`src/rtl/apg_pkg.sv`:
```
// ----------------------------------------------------------------------------
// apogee detector package
// field widths, register indexes and reset values
// ----------------------------------------------------------------------------
package apg_pkg;

	localparam int ALT_W     = 24;
	localparam int TS_W      = 32;
	localparam int REG_W     = 17;
	localparam int CNT_W     = 8;
	localparam int CFG_IDX_W = 2;

	// register indexes
	localparam logic [CFG_IDX_W-1:0] REG_MAX_VELOCITY   = 2'd0;
	localparam logic [CFG_IDX_W-1:0] REG_DROP_THRESHOLD = 2'd1;
	localparam logic [CFG_IDX_W-1:0] REG_DETECT_COUNT   = 2'd2;

	// register reset values
	localparam logic [REG_W-1:0] MAX_VELOCITY_RST   = 17'd35000;
	localparam logic [REG_W-1:0] DROP_THRESHOLD_RST = 17'd200;
	localparam logic [CNT_W-1:0] DETECT_COUNT_RST   = 8'd5;

	// ms to s scale on the altitude side of the rate gate
	localparam int                VEL_SCALE_W = 10;
	localparam logic [VEL_SCALE_W-1:0] VEL_SCALE = 10'd1000;

	localparam logic [CNT_W-1:0] CNT_MAX = '1;

endpackage

```
`src/rtl/apogee_detector.sv`:
```
// ----------------------------------------------------------------------------
// apogee detector
// tracks peak altitude over timestamped samples and flags apogee
// ----------------------------------------------------------------------------
// usage
//   input channel: in_valid/in_ready carry one sample (altitude in cm, signed,
//   timestamp in ms, wrapping). output channel: out_valid/out_ready carry one
//   result per sample (apogee flag, peak altitude, drop count).
//   config channel: cfg_valid/cfg_ready with cfg_index and cfg_data, always
//   ready; index 0 max_velocity, 1 drop_threshold, 2 detect_count, others
//   are dropped. write registers only while no sample is in flight.
// pipeline
//   a sample is registered in the input stage at acceptance and evaluated
//   against the tracking state there; its result loads the output register
//   when the input stage advances, which a stalled output can hold off. one
//   sample per cycle is sustained while out_ready is high; the tracking state
//   is updated in the same cycle that the result register loads, so
//   back-to-back samples see each other's state.
// reset
//   arst_n clears the pipeline valids, the tracking state and restores the
//   register defaults.
// stall
//   while out_ready is low the result holds, one more sample may wait in the
//   input stage, and then in_ready drops until the result is taken.
// ----------------------------------------------------------------------------
module apogee_detector
	import apg_pkg::*;
(
	input  logic                    clk,
	input  logic                    arst_n,
	// sample channel
	input  logic                    in_valid,
	output logic                    in_ready,
	input  logic signed [ALT_W-1:0] altitude,
	input  logic [TS_W-1:0]         timestamp,
	// result channel
	output logic                    out_valid,
	input  logic                    out_ready,
	output logic                    apogee,
	output logic signed [ALT_W-1:0] peak_altitude,
	output logic [CNT_W-1:0]        drop_count,
	// config channel
	input  logic                    cfg_valid,
	output logic                    cfg_ready,
	input  logic [CFG_IDX_W-1:0]    cfg_index,
	input  logic [REG_W-1:0]        cfg_data
);

	localparam int DIFF_W = ALT_W + 1;
	localparam int LHS_W  = DIFF_W + VEL_SCALE_W;
	localparam int RHS_W  = REG_W + TS_W;

	// config registers
	logic [REG_W-1:0] max_velocity_q;
	logic [REG_W-1:0] drop_threshold_q;
	logic [CNT_W-1:0] detect_count_q;

	// input stage
	logic                    valid_s1;
	logic signed [ALT_W-1:0] alt_s1;
	logic [TS_W-1:0]         ts_s1;

	// tracking state
	logic                    started_q;
	logic [TS_W-1:0]         last_time_q;
	logic signed [ALT_W-1:0] prev_alt_q;
	logic signed [ALT_W-1:0] peak_alt_q;
	logic [CNT_W-1:0]        below_cnt_q;

	// next state
	logic                    started_nxt;
	logic [TS_W-1:0]         last_time_nxt;
	logic signed [ALT_W-1:0] prev_alt_nxt;
	logic signed [ALT_W-1:0] peak_alt_nxt;
	logic [CNT_W-1:0]        below_cnt_nxt;
	logic                    fire;

	// result register
	logic                    out_valid_q;
	logic                    apogee_q;
	logic signed [ALT_W-1:0] peak_q;
	logic [CNT_W-1:0]        cnt_q;

	// datapath
	logic [TS_W-1:0]          dt;
	logic signed [DIFF_W-1:0] alt_diff;
	logic [DIFF_W-1:0]        alt_mag;
	logic [LHS_W-1:0]         lhs;
	logic [RHS_W-1:0]         rhs;
	logic                     gate_pass;
	logic                     rise;
	logic signed [DIFF_W-1:0] peak_drop;
	logic                     drop_big;
	logic [CNT_W-1:0]         cnt_inc;

	logic adv_s1;

	// ---------------- handshake ----------------
	// stage 1 moves when the result register is empty or being drained
	assign adv_s1   = valid_s1 && (!out_valid_q || out_ready);
	assign in_ready = !valid_s1 || !out_valid_q || out_ready;
	assign cfg_ready = 1'b1;

	// ---------------- config registers ----------------
	always_ff @(posedge clk or negedge arst_n) begin
		if (!arst_n) begin
			max_velocity_q   <= MAX_VELOCITY_RST;
			drop_threshold_q <= DROP_THRESHOLD_RST;
			detect_count_q   <= DETECT_COUNT_RST;
		end else if (cfg_valid) begin
			case (cfg_index)
				REG_MAX_VELOCITY:   max_velocity_q   <= cfg_data;
				REG_DROP_THRESHOLD: drop_threshold_q <= cfg_data;
				REG_DETECT_COUNT:   detect_count_q   <= cfg_data[CNT_W-1:0];
				default: ;
			endcase
		end
	end

	// ---------------- input stage ----------------
	always_ff @(posedge clk or negedge arst_n) begin
		if (!arst_n) begin
			valid_s1 <= 1'b0;
		end else if (in_ready) begin
			valid_s1 <= in_valid;
		end
	end

	always_ff @(posedge clk) begin
		if (in_valid && in_ready) begin
			alt_s1 <= altitude;
			ts_s1  <= timestamp;
		end
	end

	// ---------------- rate gate ----------------
	// elapsed time wraps modulo 2^32
	assign dt       = ts_s1 - last_time_q;
	assign alt_diff = DIFF_W'(alt_s1) - DIFF_W'(prev_alt_q);
	// a 24-bit difference never reaches the negative end of 25 bits
	assign alt_mag  = alt_diff[DIFF_W-1] ? DIFF_W'(-alt_diff) : DIFF_W'(alt_diff);
	// |dalt| * 1000 < vmax * dt, exact in integers
	assign lhs       = LHS_W'(alt_mag) * LHS_W'(VEL_SCALE);
	assign rhs       = RHS_W'(max_velocity_q) * RHS_W'(dt);
	assign gate_pass = RHS_W'(lhs) < rhs;

	// ---------------- peak and drop tracking ----------------
	assign rise      = alt_s1 > peak_alt_q;
	// non-negative whenever the sample is not a new peak
	assign peak_drop = DIFF_W'(peak_alt_q) - DIFF_W'(alt_s1);
	assign drop_big  = DIFF_W'(peak_drop) >= DIFF_W'(drop_threshold_q);
	assign cnt_inc   = (below_cnt_q == CNT_MAX) ? below_cnt_q : below_cnt_q + 1'b1;

	always_comb begin
		started_nxt   = started_q;
		last_time_nxt = last_time_q;
		prev_alt_nxt  = prev_alt_q;
		peak_alt_nxt  = peak_alt_q;
		below_cnt_nxt = below_cnt_q;
		fire          = 1'b0;
		if (!started_q) begin
			// first sample only seeds the state, count is kept
			started_nxt   = 1'b1;
			last_time_nxt = ts_s1;
			prev_alt_nxt  = alt_s1;
			peak_alt_nxt  = alt_s1;
		end else if (dt != '0) begin
			if (gate_pass) begin
				if (rise) begin
					peak_alt_nxt  = alt_s1;
					below_cnt_nxt = '0;
				end else if (drop_big) begin
					below_cnt_nxt = cnt_inc;
				end else begin
					below_cnt_nxt = '0;
				end
				fire = below_cnt_nxt >= detect_count_q;
			end
			// on apogee the previous sample is held
			if (!fire) begin
				prev_alt_nxt  = alt_s1;
				last_time_nxt = ts_s1;
			end
		end
		// zero elapsed time: sample ignored, state unchanged
	end

	// state moves with the item it belongs to
	always_ff @(posedge clk or negedge arst_n) begin
		if (!arst_n) begin
			started_q   <= 1'b0;
			last_time_q <= '0;
			prev_alt_q  <= '0;
			peak_alt_q  <= '0;
			below_cnt_q <= '0;
		end else if (adv_s1) begin
			started_q   <= started_nxt;
			last_time_q <= last_time_nxt;
			prev_alt_q  <= prev_alt_nxt;
			peak_alt_q  <= peak_alt_nxt;
			below_cnt_q <= below_cnt_nxt;
		end
	end

	// ---------------- result register ----------------
	always_ff @(posedge clk or negedge arst_n) begin
		if (!arst_n) begin
			out_valid_q <= 1'b0;
		end else if (!out_valid_q || out_ready) begin
			out_valid_q <= valid_s1;
		end
	end

	always_ff @(posedge clk) begin
		if (adv_s1) begin
			apogee_q <= fire;
			peak_q   <= peak_alt_nxt;
			cnt_q    <= below_cnt_nxt;
		end
	end

	assign out_valid     = out_valid_q;
	assign apogee        = apogee_q;
	assign peak_altitude = peak_q;
	assign drop_count    = cnt_q;

endmodule

```
`config.mk`:
```
export PLATFORM = sky130hd
export DESIGN_NAME = apogee_detector
export DESIGN_NICKNAME = d
export VERILOG_FILES = /design/src/rtl/apg_pkg.sv /design/src/rtl/apogee_detector.sv
export SDC_FILE = /design/constraint.sdc
export NUM_CORES = 2
export LEC_CHECK = 0
export ABC_CLOCK_PERIOD_IN_PS = 14830
export BUFFER_PORTS_ARGS = -buffer_cell sky130_fd_sc_hd__clkbuf_2
export CAP_MARGIN = 10
export CORE_MARGIN = 1
export CORE_UTILIZATION = 55
export CTS_CLUSTER_SIZE = 40
export DETAILED_ROUTE_END_ITERATION = 8
export PLACE_DENSITY = 0.73
export SETUP_SLACK_MARGIN = 0.5
export SLEW_MARGIN = 20
export SYNTH_ARGS = -nofsm -noshare
export SYNTH_HDL_FRONTEND = slang
export SYNTH_SLANG_ARGS = --single-unit
export TNS_END_PERCENT = 20
```
`constraint.sdc`:
```
create_clock -name clk -period 14.83 [get_ports clk]
set_input_delay 0 -clock clk [delete_from_list [all_inputs] [get_ports clk]]
set_output_delay 0 -clock clk [all_outputs]
set_load 0.01 [all_outputs]
```
* After elaboration in Yosys (flattened, before gate mapping)
Index checks and enable logic that the tools add are counted.
** Storage, ports and cells
- Bits in registers :: 222
- Bits of input ports :: 80
- Logic and storage cells :: 68
** Operators by class
- Add/sub/neg operators :: 5
- $mul :: 2
- Magnitude comparators :: 4
- Equal/unequal tests :: 5
- Mux-type cells :: 23
- Reductions and logical operators :: 14
** Operator list (count)
- $mux W24 :: 7
- $mux W32 :: 3
- $mux W8 :: 9
- $sub A24 B24 Y25 :: 2
- $lt A35 B49 Y1 :: 1
- $mul A17 B32 Y49 :: 1
- $mul A25 B7 Y32 const B :: 1
- $reduce_bool A32 Y1 :: 1
- $sub A32 B32 Y32 :: 1
- $ge A25 B17 Y1 :: 1
- $mux W25 :: 1
- $neg A25 Y25 :: 1
- $gt A24 B24 Y1 :: 1
- $add A8 B1 Y8 const B :: 1
- $eq A8 B8 Y1 const B :: 1
- $ge A8 B8 Y1 :: 1
- $reduce_and A2 Y1 :: 4
- $logic_or A1 B1 Y1 :: 3
- $mux W1 :: 3
- $reduce_and A3 Y1 :: 1
- $eq A2 B1 Y1 const B :: 1
- $eq A2 B2 Y1 const B :: 1
- $logic_and A1 B1 Y1 :: 2
- $logic_not A1 Y1 :: 2
- other kinds (3) :: 3

* Longest topological paths before layout
- Depth in word-level cells :: 15
- Depth in mapped cells :: 47

* Worst setup path after synthesis
OpenSTA, ideal clock, no wires.
- Path kind :: flip-flop to flip-flop
- Start point :: register alt_s1[0]
- End point :: register peak_q[14] (netlist: peak_altitude[14]) (data pin)
- Arrival time :: 10.054 ns
- Data required time :: 14.570 ns
- Slack :: 4.516 ns
- Cell stages (with the launch flop) :: 45
- Path buffers :: 2
- Period minus slack after synthesis :: 10.314 ns
- Cells stage by stage :: edfxtp_1 inv_1 ha_1 fa_1 nor2b_1 o2111ai_1 nand3_1 a21oi_1 a21oi_1 a311oi_1 nor3_1 a31o_2 clkbuf_1 a21oi_1 xnor2_1 fa_1 inv_1 fa_1 [9 not listed] a311o_1 o41a_1 a211oi_1 o21ai_0 a21oi_1 xnor2_1 ha_1 nand4_1 nor4_1 o21ai_0 nand3_1 o2111ai_1 nor4_1 and4_1 nor2_1 a21oi_4 buf_6 mux2_2
** Between the ends
- Word-level cells in the longest chain between the ends :: 8
- Elaborated cells on any way between the ends :: 10
- Those cells by class :: 2 x add/sub; 1 x mul; 2 x order compare; 5 x mux
** RTL lines
- start: declaration :: line apogee_detector.sv:60 : logic signed [ALT_W-1:0] alt_s1;
- start signal: assignment :: line apogee_detector.sv:131 : alt_s1 <= altitude;
- $sub A24 B24 Y25 :: line apogee_detector.sv:139 : assign alt_diff = DIFF_W'(alt_s1) - DIFF_W'(prev_alt_q);
- $neg A25 Y25 :: line apogee_detector.sv:141 : assign alt_mag = alt_diff[DIFF_W-1] ? DIFF_W'(-alt_diff) : DIFF_W'(alt_diff);
- $mux W25 :: line apogee_detector.sv:141
- $mul A25 B7 Y32 :: line apogee_detector.sv:143 : assign lhs = LHS_W'(alt_mag) * LHS_W'(VEL_SCALE);
- $lt A35 B49 Y1 :: line apogee_detector.sv:145 : assign gate_pass = RHS_W'(lhs) < rhs;
- $mux W24 * :: line apogee_detector.sv:168 : if (gate_pass) begin
- $mux W24 * :: line apogee_detector.sv:167 : end else if (dt != '0) begin
- $mux W24 * :: line apogee_detector.sv:161 : if (!started_q) begin
- via peak_alt_nxt[14] :: line apogee_detector.sv:74 : logic signed [ALT_W-1:0] peak_alt_nxt;
- end signal: assignment :: line apogee_detector.sv:217 : peak_q <= peak_alt_nxt;
- end: declaration :: line apogee_detector.sv:81 : logic signed [ALT_W-1:0] peak_q;
Mark *: on every way through the listed nets, which the timed path passes. The rest lies on a longest branch.
A chain may end at the register's enable or synchronous reset.

* Worst setup path in the final report
- Start point :: register alt_s1[10]
- End point :: register peak_q[17] (netlist: peak_altitude[17]) (data pin)
The elaborated chain is that of the path after synthesis.

==> reports/results.txt <==
status: finished clean
setup slack at placement: 2.38 ns
Crit. End Element: flip-flop
Mapped Cells: 3915
critical path class: flip-flop to flip-flop
drt pass-1 iters: 5
Root Driver: clkbuf_16
Worst Slack Setup Final: 2.16 ns
fin crit share: 85.4%
register area share after synthesis: 16.6%
Rel. slew slack: 19.6%
initial antenna violation count: 2
RSZ-0062 raised after global routing: no
Ys Warns: 0
Final Skew: 0.0306 ns
Antenna Nets Post-Route: 0
Synth cell types: 87
post_cts resized: 0
drc violations: 0
CP Launch Type: flip-flop
Syn Nets: 4853
setup TNS: 0 ns
largest net degree at the start of global routing: 91
std cell rows: 93
CTS tree: done
biggest cell delay along the critical path: 0.87 ns
fill count: 5495
final setup violation count: 0
CP Max Fanout: 24
Die W: 259 um
global-route wire length before repair: 148000 um
FF+latch count, synth: 222
Starting Density: 55.9%
die area: 0.0669 sq mm
Buffers on Ports: 114
MaxCap Viol Count: 0
Most used DFF post-synth: dfrtp_1
routed wire length: 90600 um
Vert. Die Dim: 259 um
Hold Crit Class: input port to asynchronous set/reset pin
Core Box Area: 0.0648 sq mm
Slew Limit Fails: 0
H-tree depth: 1
most frequent cells in the layout: 780 x inv_1, 532 x fa_1, 418 x nand2_1
number of enable flip-flop cells after synthesis: 89
Clock Pin Slew Worst Setup and Hold Paths: 0.07 ns
Post-DP HPWL: 70300 um
total CTS buffers: 22
commonest non-fill, non-tap cell in the layout: inv_1
Worst EP arrival: 12.98 ns
Routed WL per cell: 18.4 um
Skew-Pair Late Insertion Delay: 0.56 ns
share of cells above drive strength 1: 8.94%
io pins: 116
sequential cell area: 0.00602 sq mm
Non-Filler Instances: 4917
multi-input logic area: 0.0267 sq mm
GR Overflow Total: 0
Iteration-0 DRC Markers: 2018
min Tclk post-route: 12.67 ns
Sink Count: 222
Achievable Freq: 78.9 MHz
Worst path slowest cell: a21oi_4
vias in the first global route: 28.7k
gpl congestion: 0.957
required time at the worst-slack endpoint: 15.14 ns
global-route usage over all layers: 27.8%
Syn Area/Cell: 9.25 sq um
placed cells: 4798
area grow syn2layout: 8.22%
mapped cell area: 0.0362 sq mm
via total after detailed routing: 28.0k
final hold slack: 0.0739 ns
Final #Nets: 4982
Longest Clk Path Bufs: 3
ys async rst share: 59.9%
endpoints failing hold: 0
worst slew pin tran: 1.18 ns
vias per cell: 5.69
-- final timing paths --
path	cells after the start	to	startpoint	slack (ns)
hold / removal	2	last_time_q[21]	arst_n	0.07
hold reg to reg	1	last_time_q[19]	ts_s1[19]	0.49
setup reg to reg	40	peak_altitude[17]	alt_s1[10]	2.16
min in group clk	4	max_velocity_q[6]	cfg_index[0]	0.08
setup / recovery	40	peak_altitude[17]	alt_s1[10]	2.16
max in group asynchronous	3	prev_alt_q[13]	arst_n	13.52
-- through the flow --
step	util, %	cell area [sq um]
5_1_grt	60.5	39200
3_5_place_dp	58.2	37700
4_1_cts	60.5	39200
2_1_floorplan	-	36200
6_report	60.5	39200
3_3_place_gp	58.2	37700
-- area by class of cell --
cell class,instances,area share [%]
multi-input cells,2779,68.2
flip-flops and latches,222,15.4
inverters,781,7.48
repair buffers,238,4.34
well taps,855,2.73
clock buffers,27,1.48
clock inverters,13,0.348
diodes,2,0.0128
-- registers in the layout, indices dropped and copies added, names as in the netlist, 8 cells and up --
signal	flops
drop_count	8
last_time_q	32
below_cnt_q	8
prev_alt_q	24
max_velocity_q	17
peak_alt_q	24
alt_s1	24
drop_threshold_q	17
ts_s1	32
detect_count_q	8
peak_altitude	24
-- synthesized netlist by cell type, drive strengths merged (11+ instances only) --
| master | number | area share (%) |
|---|---|---|
| o21bai | 22 | 0.46 |
| nand2 | 418 | 4.3 |
| edfxtp | 89 | 7.4 |
| o31ai | 11 | 0.24 |
| mux2 | 121 | 3.8 |
| nor3 | 44 | 0.61 |
| dfrtp | 122 | 8.4 |
| and2 | 199 | 3.4 |
| nand3 | 43 | 0.61 |
| dfstp | 11 | 0.80 |
| inv | 781 | 8.1 |
| and3 | 32 | 0.55 |
| ha | 326 | 11 |
| nand4 | 30 | 0.54 |
| clkbuf | 121 | 1.3 |
| o211ai | 12 | 0.25 |
| xnor2 | 109 | 2.6 |
| o21ai | 95 | 1.3 |
| mux2i | 29 | 0.80 |
| nor2 | 113 | 1.2 |
| nand2b | 39 | 0.67 |
| a21o | 73 | 1.5 |
| a31oi | 27 | 0.47 |
| nor4 | 13 | 0.22 |
| nor2b | 47 | 0.81 |
| o21a | 27 | 0.56 |
| a21oi | 166 | 2.3 |
| xor2 | 49 | 1.2 |
| or3 | 20 | 0.35 |
| fa | 532 | 29 |
| or2 | 16 | 0.28 |
| buf | 12 | 0.27 |
| a211oi | 23 | 0.48 |
-- worst max-delay path, delay by kind of cell (launching register included) --
kind                     cells  cell delay [ns]
AO/OA/AOI/OAI               17             5.19
adder cells (fa/ha/maj)      7             3.08
AND/OR/NAND/NOR             11             2.40
XOR/XNOR                     2             0.73
flip-flops                   1             0.44
multiplexers                 1             0.43
buffers and inverters        2             0.12
-- kinds of logic after synthesis --
group           Yosys count  share of synthesized area (%)
fa+ha+maj               863                           40.8
compound gates          557                           10.2
xor+xnor                158                           3.82
other cells               1                         0.0104
simple gates           1050                           14.4
buf+inv                 914                           9.62
flops                   222                           16.6
mux                     150                           4.56
-- per-layer routing --
layer | GRT usage (%) | up-vias | routed length [um]
met5 | 0 | - | 0
li1 | - | 12800 | -
met1 | 38.4 | 14000 | 39000
met4 | 8.07 | 0 | 2700
met3 | 4.05 | 189 | 6800
met2 | 45.4 | 969 | 42100
-- what timing repair did --
item                                   CTS  global route
hold buffers                            77             0
endpoints found under the hold margin  183             0
setup buffers                            0             0
Power is not shown: default switching activity piles up to over one toggle a cycle in this logic, so the estimate is an artifact.
